`config.mk`:
```
export PLATFORM = sky130hd
export DESIGN_NAME = trapezoidal_velocity_profile
export DESIGN_NICKNAME = d
export VERILOG_FILES = /design/src/hw/rtl/tvp_pkg.sv /design/src/hw/rtl/trapezoidal_velocity_profile.sv /design/src/hw/rtl/tvp_alu.sv
export SDC_FILE = /design/constraint.sdc
export NUM_CORES = 2
export LEC_CHECK = 0
export BUFFER_PORTS_ARGS = -buffer_cell sky130_fd_sc_hd__buf_2
export CORE_UTILIZATION = 35
export CTS_CLUSTER_SIZE = 10
export DETAILED_ROUTE_END_ITERATION = 10
export GPL_TIMING_DRIVEN = 0
export HOLD_SLACK_MARGIN = 0.1
export SETUP_SLACK_MARGIN = 0.3
export SLEW_MARGIN = 5
export SYNTH_ARGS = -nofsm -noshare
export SYNTH_HDL_FRONTEND = slang
export SYNTH_SLANG_ARGS = --single-unit
```
`constraint.sdc`:
```
create_clock -name clk -period 14.8 [get_ports clk]
set_clock_uncertainty 0.05 [all_clocks]
set_input_delay 2.96 -clock clk [delete_from_list [all_inputs] [get_ports clk]]
set_output_delay 2.96 -clock clk [all_outputs]
set_load 0.005 [all_outputs]
```
`src/hw/rtl/tvp_pkg.sv`:
```
// Package for the trapezoidal velocity profile block: constants, codes, types.
// Used by tvp_alu and trapezoidal_velocity_profile; depends on nothing.
package tvp_pkg;

    localparam int AXES           = 6;
    localparam int FIRST_ROT_AXIS = 3;
    localparam int HOME_AXIS      = 2;
    localparam int AXIS_IDX_W     = (AXES > 1) ? $clog2(AXES) : 1;

    localparam logic [30:0] ACCEL_RESET = 31'd32768;
    localparam logic [30:0] SPEED_RESET = 31'd6554;
    localparam logic [31:0] HOME_RESET  = 32'd179136;

    // moves with |diff| * 100 < 65536 are treated as zero
    localparam logic [32:0] SMALL_LIMIT = 33'd656;

    // step = round(mag / 250) = floor(((mag + 125) >> 1) / 125); the divide by 125 is a
    // multiply by ceil(2^37 / 125) and a 37-bit right shift, exact for operands below 2^32
    localparam logic [32:0] STEP_BIAS  = 33'd125;
    localparam logic [32:0] STEP_RECIP = 33'd1099511628;

    localparam logic [5:0] MUL_STEPS  = 6'd33;
    localparam logic [5:0] DIV_STEPS  = 6'd49;
    localparam logic [5:0] SQRT_STEPS = 6'd32;

    // configuration register indexes
    localparam logic [1:0] REG_ACCEL = 2'd0;
    localparam logic [1:0] REG_SPEED = 2'd1;
    localparam logic [1:0] REG_HOME  = 2'd2;

    typedef enum logic [1:0] {
        OP_MUL,
        OP_DIV,
        OP_SQRT
    } alu_op_t;

    typedef struct packed {
        logic        start;
        alu_op_t     op;
        logic [63:0] x;
        logic [32:0] y;
    } alu_req_t;

    typedef struct packed {
        logic        busy;
        logic        done;
        logic [63:0] res;
    } alu_rsp_t;

    typedef enum logic [3:0] {
        ST_IDLE,
        ST_VV,
        ST_AM,
        ST_SQRT,
        ST_T1,
        ST_T2,
        ST_EVAL,
        ST_RAMP,
        ST_STEP,
        ST_UPD,
        ST_OUT
    } state_t;

endpackage

```
`src/hw/rtl/trapezoidal_velocity_profile.sv`:
```
// Top level of the trapezoidal velocity profile block: sequencer and axis targets.
// Depends on tvp_pkg and tvp_alu.
//
//  channel | signals                                  | direction
//  in      | in_valid/in_ready, axis, start_pos,      | beat in
//          | goal_pos, elapsed                        |
//  out     | out_valid/out_ready, velocity,           | beat out
//          | target_pos, axis_out                     |
//  cfg     | cfg_we, cfg_index, cfg_data              | write only
//
// One beat at a time. A point on a ramp runs two multiplies, then a square root and a
// divide for a triangle or two divides for a trapezoid, then the ramp multiply and the
// step multiply; in cruise or after the stop the ramp multiply is skipped, a tiny move
// goes straight to the target update and a bad axis straight to the output.
// in_ready is high only in idle; the result is held until out_ready, idle follows.
// Reset clears the sequencer and the axis targets (axis 2 takes HOME_RESET).
module trapezoidal_velocity_profile (
    input  logic        clk,
    input  logic        rst_n,
    input  logic        in_valid,
    output logic        in_ready,
    input  logic [2:0]  axis,
    input  logic [31:0] start_pos,
    input  logic [31:0] goal_pos,
    input  logic [31:0] elapsed,
    output logic        out_valid,
    input  logic        out_ready,
    output logic [31:0] velocity,
    output logic [31:0] target_pos,
    output logic [2:0]  axis_out,
    input  logic        cfg_we,
    input  logic [1:0]  cfg_index,
    input  logic [31:0] cfg_data
);
    import tvp_pkg::*;

    state_t state_reg;
    state_t state_next;

    alu_req_t req;
    alu_rsp_t rsp;

    logic [30:0] accel_reg;
    logic [30:0] speed_reg;
    logic [31:0] targets_reg [AXES];

    logic [2:0]  axis_reg;
    logic [30:0] a_reg;
    logic [30:0] v_reg;
    logic [32:0] m_reg;
    logic        neg_reg;
    logic        tri_reg;
    logic        down_reg;
    logic [31:0] t_reg;
    logic [31:0] ty_reg;
    logic [63:0] vv_reg;
    logic [63:0] am_reg;
    logic [31:0] peak_reg;
    logic [48:0] t1_reg;
    logic [48:0] t2_reg;
    logic [49:0] tf_reg;
    logic [31:0] mag_reg;
    logic [31:0] delta_reg;
    logic [31:0] vel_reg;
    logic [31:0] tgt_reg;

    logic [32:0] diff;
    logic [32:0] mag_in;
    logic        rot_in;
    logic [30:0] a_sh;
    logic [30:0] v_sh;
    logic        accept;
    logic        in_range;
    logic        alu_state;
    logic [46:0] prod;
    logic [32:0] step_sum;
    logic [AXIS_IDX_W-1:0] idx;
    logic [31:0] cur_tgt;
    logic [32:0] sdelta;
    logic [32:0] sum;
    logic [31:0] sat;

    assign accept   = in_valid && in_ready;
    assign diff     = {goal_pos[31], goal_pos} - {start_pos[31], start_pos};
    assign mag_in   = diff[32] ? (33'd0 - diff) : diff;
    assign rot_in   = (axis >= 3'(FIRST_ROT_AXIS));
    assign a_sh     = rot_in ? {1'b0, accel_reg[30:1]} : accel_reg;
    assign v_sh     = rot_in ? {1'b0, speed_reg[30:1]} : speed_reg;
    assign in_range = ({1'b0, axis} < 4'(AXES));
    assign prod     = rsp.res[62:16];
    assign step_sum = {1'b0, mag_reg} + STEP_BIAS;
    assign idx      = axis_reg[AXIS_IDX_W-1:0];
    assign cur_tgt  = targets_reg[idx];

    // saturating target update
    always_comb
    begin
        sdelta = neg_reg ? (33'd0 - {1'b0, delta_reg}) : {1'b0, delta_reg};
        sum    = {cur_tgt[31], cur_tgt} + sdelta;
        if (sum[32] != sum[31])
            sat = sum[32] ? 32'h8000_0000 : 32'h7fff_ffff;
        else
            sat = sum[31:0];
    end

    // next state
    always_comb
    begin
        state_next = state_reg;
        case (state_reg)
            ST_IDLE:
            begin
                if (accept)
                begin
                    if (!in_range)
                        state_next = ST_OUT;
                    else if (mag_in < SMALL_LIMIT)
                        state_next = ST_UPD;
                    else
                        state_next = ST_VV;
                end
            end
            ST_VV:   if (rsp.done) state_next = ST_AM;
            ST_AM:   if (rsp.done) state_next = (vv_reg > rsp.res) ? ST_SQRT : ST_T1;
            ST_SQRT: if (rsp.done) state_next = ST_T1;
            ST_T1:   if (rsp.done) state_next = tri_reg ? ST_EVAL : ST_T2;
            ST_T2:   if (rsp.done) state_next = ST_EVAL;
            ST_EVAL:
            begin
                if ({17'd0, t_reg} < t1_reg)
                    state_next = ST_RAMP;
                else if ({17'd0, t_reg} <= t2_reg)
                    state_next = ST_STEP;
                else if ({18'd0, t_reg} <= tf_reg)
                    state_next = ST_RAMP;
                else
                    state_next = ST_STEP;
            end
            ST_RAMP: if (rsp.done) state_next = ST_STEP;
            ST_STEP: if (rsp.done) state_next = ST_UPD;
            ST_UPD:  state_next = ST_OUT;
            ST_OUT:  if (out_ready) state_next = ST_IDLE;
            default: state_next = ST_IDLE;
        endcase
    end

    // outputs and unit requests
    always_comb
    begin
        in_ready  = (state_reg == ST_IDLE);
        out_valid = (state_reg == ST_OUT);
        alu_state = 1'b0;
        req.op    = OP_MUL;
        req.x     = 64'd0;
        req.y     = 33'd0;
        case (state_reg)
            ST_VV:
            begin
                alu_state = 1'b1;
                req.x     = {33'd0, v_reg};
                req.y     = {2'd0, v_reg};
            end
            ST_AM:
            begin
                alu_state = 1'b1;
                req.x     = {33'd0, a_reg};
                req.y     = m_reg;
            end
            ST_SQRT:
            begin
                alu_state = 1'b1;
                req.op    = OP_SQRT;
                req.x     = am_reg;
            end
            ST_T1:
            begin
                alu_state = 1'b1;
                req.op    = OP_DIV;
                req.x     = {16'd0, peak_reg, 16'd0};
                req.y     = {2'd0, a_reg};
            end
            ST_T2:
            begin
                alu_state = 1'b1;
                req.op    = OP_DIV;
                req.x     = {15'd0, m_reg, 16'd0};
                req.y     = {2'd0, v_reg};
            end
            ST_RAMP:
            begin
                alu_state = 1'b1;
                req.x     = {33'd0, a_reg};
                req.y     = {1'b0, ty_reg};
            end
            ST_STEP:
            begin
                // rounded velocity / 250 by reciprocal multiply
                alu_state = 1'b1;
                req.x     = {32'd0, step_sum[32:1]};
                req.y     = STEP_RECIP;
            end
            default:
            begin
                alu_state = 1'b0;
            end
        endcase
        req.start = alu_state && !rsp.busy && !rsp.done;
    end

    tvp_alu u_alu (
        .clk   (clk),
        .rst_n (rst_n),
        .req   (req),
        .rsp   (rsp)
    );

    // sequencer state
    always_ff @(posedge clk or negedge rst_n)
    begin
        if (!rst_n)
            state_reg <= ST_IDLE;
        else
            state_reg <= state_next;
    end

    // configuration registers and axis targets
    always_ff @(posedge clk or negedge rst_n)
    begin
        if (!rst_n)
        begin
            accel_reg <= ACCEL_RESET;
            speed_reg <= SPEED_RESET;
            for (int i = 0; i < AXES; i++)
                targets_reg[i] <= (i == HOME_AXIS) ? HOME_RESET : 32'd0;
        end
        else
        begin
            if (cfg_we)
            begin
                case (cfg_index)
                    REG_ACCEL: accel_reg <= cfg_data[30:0];
                    REG_SPEED: speed_reg <= cfg_data[30:0];
                    REG_HOME:
                    begin
                        if (HOME_AXIS < AXES)
                            targets_reg[HOME_AXIS] <= cfg_data;
                    end
                    default:   accel_reg <= accel_reg;
                endcase
            end
            if (state_reg == ST_UPD)
                targets_reg[idx] <= sat;
        end
    end

    // per-beat datapath
    always_ff @(posedge clk)
    begin
        case (state_reg)
            ST_IDLE:
            begin
                if (accept)
                begin
                    axis_reg  <= axis;
                    t_reg     <= elapsed;
                    a_reg     <= (a_sh == 31'd0) ? 31'd1 : a_sh;
                    v_reg     <= (v_sh == 31'd0) ? 31'd1 : v_sh;
                    m_reg     <= mag_in;
                    neg_reg   <= diff[32];
                    mag_reg   <= 32'd0;
                    delta_reg <= 32'd0;
                    vel_reg   <= 32'd0;
                    tgt_reg   <= 32'd0;
                end
            end
            ST_VV:
            begin
                if (rsp.done)
                    vv_reg <= rsp.res;
            end
            ST_AM:
            begin
                if (rsp.done)
                begin
                    am_reg   <= rsp.res;
                    tri_reg  <= (vv_reg > rsp.res);
                    peak_reg <= {1'b0, v_reg};
                end
            end
            ST_SQRT:
            begin
                if (rsp.done)
                    peak_reg <= rsp.res[31:0];
            end
            ST_T1:
            begin
                if (rsp.done)
                begin
                    t1_reg <= rsp.res[48:0];
                    t2_reg <= rsp.res[48:0];
                    tf_reg <= {rsp.res[48:0], 1'b0};
                end
            end
            ST_T2:
            begin
                if (rsp.done)
                begin
                    t2_reg <= rsp.res[48:0];
                    tf_reg <= {1'b0, t1_reg} + {1'b0, rsp.res[48:0]};
                end
            end
            ST_EVAL:
            begin
                // pick ramp-up, cruise, ramp-down or stopped
                if ({17'd0, t_reg} < t1_reg)
                begin
                    down_reg <= 1'b0;
                    ty_reg   <= t_reg;
                end
                else if ({17'd0, t_reg} <= t2_reg)
                    mag_reg <= peak_reg;
                else if ({18'd0, t_reg} <= tf_reg)
                begin
                    down_reg <= 1'b1;
                    ty_reg   <= t_reg - t2_reg[31:0];
                end
                else
                    mag_reg <= 32'd0;
            end
            ST_RAMP:
            begin
                if (rsp.done)
                begin
                    if (!down_reg)
                        mag_reg <= prod[31:0];
                    else if (prod >= {15'd0, peak_reg})
                        mag_reg <= 32'd0;
                    else
                        mag_reg <= peak_reg - prod[31:0];
                end
            end
            ST_STEP:
            begin
                // product >> 37 is the step
                if (rsp.done)
                    delta_reg <= {5'd0, rsp.res[63:37]};
            end
            ST_UPD:
            begin
                vel_reg <= neg_reg ? (32'd0 - mag_reg) : mag_reg;
                tgt_reg <= sat;
            end
            default:
            begin
                vel_reg <= vel_reg;
            end
        endcase
    end

    assign velocity   = vel_reg;
    assign target_pos = tgt_reg;
    assign axis_out   = axis_reg;

endmodule

```
`src/hw/rtl/tvp_alu.sv`:
```
// Shared iterative unit: shift-add multiply, restoring divide, restoring sqrt.
// One result bit per cycle. Depends on tvp_pkg.
module tvp_alu (
    input  logic              clk,
    input  logic              rst_n,
    input  tvp_pkg::alu_req_t req,
    output tvp_pkg::alu_rsp_t rsp
);
    import tvp_pkg::*;

    logic        busy_reg;
    logic        done_reg;
    logic [5:0]  cnt_reg;
    alu_op_t     op_reg;
    logic [63:0] acc_reg;
    logic [63:0] xr_reg;
    logic [32:0] yr_reg;
    logic [31:0] root_reg;

    logic [63:0] acc_next;
    logic [63:0] xr_next;
    logic [32:0] yr_next;
    logic [31:0] root_next;
    logic [5:0]  steps;

    logic [33:0] div_sh;
    logic [34:0] sq_sh;
    logic [34:0] sq_trial;

    // one step of the selected operation
    always_comb
    begin
        acc_next  = acc_reg;
        xr_next   = xr_reg;
        yr_next   = yr_reg;
        root_next = root_reg;
        div_sh    = {acc_reg[32:0], xr_reg[48]};
        sq_sh     = {acc_reg[32:0], xr_reg[63:62]};
        sq_trial  = {1'b0, root_reg, 2'b01};
        case (op_reg)
            OP_MUL:
            begin
                acc_next = {acc_reg[62:0], 1'b0} + (yr_reg[32] ? xr_reg : 64'd0);
                yr_next  = {yr_reg[31:0], 1'b0};
            end
            OP_DIV:
            begin
                if (div_sh >= {1'b0, yr_reg})
                begin
                    acc_next = {30'd0, div_sh - {1'b0, yr_reg}};
                    xr_next  = {xr_reg[62:0], 1'b1};
                end
                else
                begin
                    acc_next = {30'd0, div_sh};
                    xr_next  = {xr_reg[62:0], 1'b0};
                end
            end
            OP_SQRT:
            begin
                xr_next = {xr_reg[61:0], 2'b00};
                if (sq_sh >= sq_trial)
                begin
                    acc_next  = {29'd0, sq_sh - sq_trial};
                    root_next = {root_reg[30:0], 1'b1};
                end
                else
                begin
                    acc_next  = {29'd0, sq_sh};
                    root_next = {root_reg[30:0], 1'b0};
                end
            end
            default:
            begin
                acc_next = acc_reg;
            end
        endcase
    end

    always_comb
    begin
        case (req.op)
            OP_MUL:  steps = MUL_STEPS;
            OP_DIV:  steps = DIV_STEPS;
            OP_SQRT: steps = SQRT_STEPS;
            default: steps = MUL_STEPS;
        endcase
    end

    // control
    always_ff @(posedge clk or negedge rst_n)
    begin
        if (!rst_n)
        begin
            busy_reg <= 1'b0;
            done_reg <= 1'b0;
            cnt_reg  <= 6'd0;
        end
        else
        begin
            done_reg <= 1'b0;
            if (req.start)
            begin
                busy_reg <= 1'b1;
                cnt_reg  <= steps;
            end
            else if (busy_reg)
            begin
                cnt_reg <= cnt_reg - 6'd1;
                if (cnt_reg == 6'd1)
                begin
                    busy_reg <= 1'b0;
                    done_reg <= 1'b1;
                end
            end
        end
    end

    // datapath
    always_ff @(posedge clk)
    begin
        if (req.start)
        begin
            op_reg   <= req.op;
            acc_reg  <= 64'd0;
            root_reg <= 32'd0;
            xr_reg   <= req.x;
            yr_reg   <= req.y;
        end
        else if (busy_reg)
        begin
            acc_reg  <= acc_next;
            xr_reg   <= xr_next;
            yr_reg   <= yr_next;
            root_reg <= root_next;
        end
    end

    always_comb
    begin
        rsp.busy = busy_reg;
        rsp.done = done_reg;
        case (op_reg)
            OP_MUL:  rsp.res = acc_reg;
            OP_DIV:  rsp.res = {15'd0, xr_reg[48:0]};
            OP_SQRT: rsp.res = {32'd0, root_reg};
            default: rsp.res = acc_reg;
        endcase
    end

endmodule

```
Word-level counts from Yosys, hierarchy flattened
Cells that the tools add are included.
{"block": "totals", "input_bits": 138, "output_inout_bits": 69, "wordCells": 217, "ff_bits": 1062}
{"block": "classes", "n_eq_ne": 30, "n_bitwise": 1, "reduce_logical": 43, "n_addsub": 13, "order_cmp": 12, "muxes": 82}
{"operator": "$mux 32", "count": 21}
{"operator": "$pmux 64 s6", "count": 1}
{"operator": "$pmux 32 s2", "count": 4}
{"operator": "$pmux 64 s2", "count": 2}
{"operator": "$bwmux 192", "count": 1}
{"operator": "$mux 64", "count": 3}
{"operator": "$pmux 64 s3", "count": 1}
{"operator": "$mux 33", "count": 5}
{"operator": "$pmux 33 s5", "count": 1}
{"operator": "$mux 128", "count": 1}
{"operator": "$mux 50", "count": 2}
{"operator": "$pmux 50 s2", "count": 1}
{"operator": "$bmux 32 s3", "count": 1}
{"operator": "$demux 32 s3", "count": 1}
{"operator": "$pmux 32 s3", "count": 1}
{"operator": "$add 64x64->64", "count": 1}
{"operator": "$gt 64x64->1", "count": 1}
{"operator": "$sub 32x32->32", "count": 2}
{"operator": "$logic_not 31->1", "count": 2}
{"operator": "$mux 31", "count": 2}
{"operator": "$mux 4", "count": 14}
{"operator": "$add 49x49->50", "count": 1}
{"operator": "$le 32x50->1", "count": 1}
{"operator": "$le 32x49->1", "count": 1}
{"operator": "51 further kinds", "count": 110}

Depth between registers and ports, before layout
{"block": "logic_depth", "depth_word": 9, "mapped_depth": 24}

Hierarchy
From an unflattened synthesis, not the netlist that was laid out.
{"block": "hier_totals", "hier_cells": 7137, "hier_area_um2": 67493.5}
{"module": "trapezoidal_velocity_profile", "cells_each": 4811, "n_inst": 1, "seq_area_each_um2": 24374.6, "area_per_inst_um2": 49477.5}
{"module": "tvp_alu", "cells_each": 2326, "n_inst": 1, "seq_area_each_um2": 5094.9, "area_per_inst_um2": 18016.0}

Least setup slack after synthesis
OpenSTA, ideal clock, no wires.
{"block": "synth_path", "kind": "in2reg", "from": "input goal_pos[0]", "to": "register state_reg[3]", "path_buffers": 1, "path_stages": 16, "t_arrival_ns": 6.675, "setup_ns": 0.124, "setup_slack_ns": 7.952, "cell_sequence": "inv_1 -> ha_1 -> fa_1 -> nor2b_1 -> o31ai_1 -> a21o_1 -> buf_2 -> o211a_1 -> a311oi_1 -> nand4_1 -> or4_1 -> nor4b_2 -> and3b_1 -> mux2_2 -> a31oi_1 -> o31ai_1"}
{"block": "synth_via", "elab_chain_cells": 8}
{"element": "start: declaration", "line": "trapezoidal_velocity_profile.sv:24", "text": "input logic [31:0] goal_pos,"}
{"element": "$sub 32x32->33 *", "line": "trapezoidal_velocity_profile.sv:84", "text": "assign diff = {goal_pos[31], goal_pos} - {start_pos[31], start_pos};"}
{"element": "$sub 1x33->33", "line": "trapezoidal_velocity_profile.sv:85", "text": "assign mag_in = diff[32] ? (33'd0 - diff) : diff;"}
{"element": "$mux 33 *", "line": "trapezoidal_velocity_profile.sv:85"}
{"element": "$lt 33x10->1 *", "line": "trapezoidal_velocity_profile.sv:117", "text": "else if (mag_in < SMALL_LIMIT)"}
{"element": "$mux 4 *", "line": "trapezoidal_velocity_profile.sv:117"}
{"element": "$mux 4 *", "line": "trapezoidal_velocity_profile.sv:115", "text": "if (!in_range)"}
{"element": "$mux 4 *", "line": "trapezoidal_velocity_profile.sv:113", "text": "if (accept)"}
{"element": "$pmux 4 s11 *", "line": "trapezoidal_velocity_profile.sv:110", "text": "case (state_reg)"}
{"element": "end signal: assignment", "line": "trapezoidal_velocity_profile.sv:223", "text": "state_reg <= state_next;"}
{"element": "end: declaration", "line": "trapezoidal_velocity_profile.sv:37", "text": "state_t state_reg;"}
Mark *: on every way between the ends. The rest lies on a longest branch, timed or not. The select of a mux whose other input is x is not followed.
A chain may end at the register's enable or synchronous reset.

==> flow_summary.ini <==
[outcome]
outcome = finished clean

[cts]
path_clk_slew_ns = 0.06
cts.repair.resized = 0
postCtsSetupRepairBufs = 0
clock-root-buffer = clkbuf_16
cts_hold_buf = 0
worstSkewPairLatency_ns = 0.81
clock-sinks = 1057
cts_made_buffers = 135
ctsHtreeMaxLevel = 4
tritoncts = done
clockBufferDepth = 3

[sta]
slew_violations = 0
setup_tns_ns = 0
post-route-period-util_pct = 65.1
holdWs_ns = 0.412
rsz0062_at_grt = no
tightest_slew_ns = 1.44
slew_headroom_pct = 3.70
finalHoldViolCount = 0
fin_crit_ns = 9.64
fmaxAchievable_mhz = 104
setup_viol = 0

[placement]
gp_congestion = 1.05
dp_hpwl_microns = 222000
dpl-instance-area_sq_um = 72100
io_buffers = 206

[floorplanning]
dieArea_sq_um = 194000
num_rows = 160
pin_count = 207
core_sq_um = 190000
start_util_pct = 35.3
die_h_microns = 440
die_w_microns = 440

[setup_path]
critPathBufInv = 6
cp-end-kind = register
critical_path_class = reg -> reg
crit_chain = inv_1, ha_1, clkbuf_1, clkbuf_1, clkbuf_1, clkbuf_1, nand2_1, o21ai_0, inv_1, ha_1, fa_1, a21o_1, a21oi_1, o21ai_0, a221oi_1, a21oi_1, o21ai_0, o31ai_1, a311oi_1, o21bai_1, a21o_1, a21oi_1, xor2_1, a21oi_1
rr_endpoint = tf_reg[44]
reg2reg_depth = 24
crit_path_top_delay_cell = clkbuf_1
crit_arrival_ns = 10.09
worstPathRequired_ns = 15.25
ff2ff_setup_slack_ns = 5.16
cp_slowest_stage_delay_ns = 0.77
crit_fanout = 10
critPathTopFamily = compound AO/OA/AOI/OAI gates
worstSetupStartpointType = register
reg2reg_from = u_alu.op_reg[1]

[global_route]
antenna_found_initial = 20
grt_pass1_wl_microns = 395000
grt_overflow = 0
grt_use_total_pct = 28.1
grt_pass1_vias = 55745
grt_start_max_net_pins = 103

[drt]
dr_total_vias = 59678
wl_per_cell_microns = 27.5
drc = 0
wirelength_microns = 279000
drtAntennaViolNets = 0
viasPerCell = 5.89
drt_iter0_markers = 7138
drt_pass1_iterations = 9

[yosys]
ys_ff_latch = 1057
ys_seq_area_share_pct = 43.9
ys_warn_count = 0
async_reset_ff_share_pct = 25.2
synth_nets = 7740
synth_edf_count = 695
synth_area_leaders = edfxtp_1 (31%), dfrtp_1 (9.3%), ha_1 (8.8%), nand2_1 (5.0%), o21ai_0 (4.8%)
synth_top_area_share_pct = 31.1
synth_commonest_cells = nand2_1 (899), edfxtp_1 (695), o21ai_0 (644), ha_1 (474), a21oi_1 (434)
synth_cell_types = 96
synth.cell_area_sq_um = 67200
syn_inst = 7121
synth.most_common_cell = nand2_1
syn_avg_cell_area_sq_um = 9.44
yosysTopAreaCell = edfxtp_1
ys.flop_type = edfxtp_1

[job]
drv_cap = 0

[power]
finalPower_mw = 17.4
p_leak_nw = 31.3
irDropWorstVdd_mv = 0.194
power.density_nw_per_um2 = 228

[hold_path]
worstHoldEndpoint = u_alu.done_reg
min_from = u_alu.cnt_reg[5]
min_path_type = reg -> reg
whs_path_depth = 1

[final_layout]
fin_util_pct = 40.1
area_growth_pct = 13.7
design_area_sq_um = 76400
fin_nets = 8130
drive_above_1_share_pct = 8.91
largest_reg_flops = 192
nFillCells = 18931
## kinds of logic after synthesis
group	count (synthesis)	share of synthesized area (%)
simple gates	2127	14.7
compound gates	2117	20.0
flops	1057	43.9
buf+inv	761	4.33
fa+ha+maj	490	9.19
xor+xnor	370	4.83
mux	199	3.16
## worst register-to-register path, stage by stage, from the launching register on
cell and delay (ns):
edfxtp_1 0.44, inv_1 0.09, ha_1 0.31, clkbuf_1 0.50, clkbuf_1 0.42, clkbuf_1 0.65, clkbuf_1 0.77, nand2_1 0.10
o21ai_0 0.50, inv_1 0.43, ha_1 0.38, fa_1 0.43, a21o_1 0.20, a21oi_1 0.27, o21ai_0 0.20, a221oi_1 0.58
a21oi_1 0.21, o21ai_0 0.73, o31ai_1 0.47, a311oi_1 0.64, o21bai_1 0.20, a21o_1 0.21, a21oi_1 0.17, xor2_1 0.26
a21oi_1 0.12
## where the power goes
part	total, mW	switching (mW)	internal, mW
Clock	3.22	1.39	1.83
Combinational	9.19	6.12	3.07
Sequential	4.99	0.817	4.17
Total	17.4	8.32	9.08
## per-stage QoR
stage	setup WS, ns	instances
detailed placement	5.60	9885
finish	5.16	10127
global route	4.90	10119
CTS	5.55	10118
floorplan	7.95	7121
global placement	5.36	9838
## final cells by class
class | count | area [sq um] | share of cell area [%]
plain buffers | 352 | 1370 | 1.80
clock buffers | 195 | 3750 | 4.91
diodes | 9 | 22.5 | 0.0295
clock inverters | 38 | 500 | 0.655
repair buffers | 253 | 1670 | 2.18
well taps | 2511 | 3140 | 4.11
flip-flops and latches | 1057 | 29500 | 38.6
inverters | 409 | 1540 | 2.02
multi-input cells | 5303 | 34900 | 45.7
## how the worst max path moves through the flow
stage	startpoint	slack (ns)	endpoint	cells past startpoint
2_1_floorplan	goal_pos[0]	7.95	state_reg[3]	16
3_3_place_gp	state_reg[3]	5.36	state_reg[1]	5
3_5_place_dp	u_alu.op_reg[1]	5.60	tf_reg[44]	24
4_1_cts	u_alu.op_reg[1]	5.55	tf_reg[44]	24
5_1_grt	u_alu.op_reg[1]	4.90	tf_reg[44]	24
6_report	u_alu.op_reg[1]	5.16	tf_reg[44]	24
## metal layers
layer  part of all wire, %  up-vias  GRT usage, %  wire length, microns
met5                 0.019        -             0                    53
met4                   5.4        8          13.9                 15000
met3                   9.0      540          5.35                 25000
met2                    44     3041          43.2                122000
met1                    42    29256          37.7                117000
li1                      -    26833             -                     -
## cells in the final DEF, fill, tap and decap left out, types with 40 or more instances in the layout
master and count:
clkbuf_1 358, nand2b_1 79, nor4_1 44, o21ai_0 614
and2_1 80, o21ai_1 79, a222oi_1 47, ha_1 474
a21oi_1 429, o21bai_1 40, buf_2 208, xor2_1 138
nor2b_1 81, o31ai_1 42, edfxtp_1 695, dfxtp_1 96
mux2_2 103, nor3_1 87, o21a_1 54, nor2_1 401
a211oi_1 70, nand3_1 197, nand2_1 896, xnor2_1 231
nand4_1 80, dfrtp_1 249, inv_1 406, mux2i_1 96
a21o_1 215, clkbuf_16 139, a31oi_1 51, a22oi_1 165
Power figures use the tool's default switching activity.
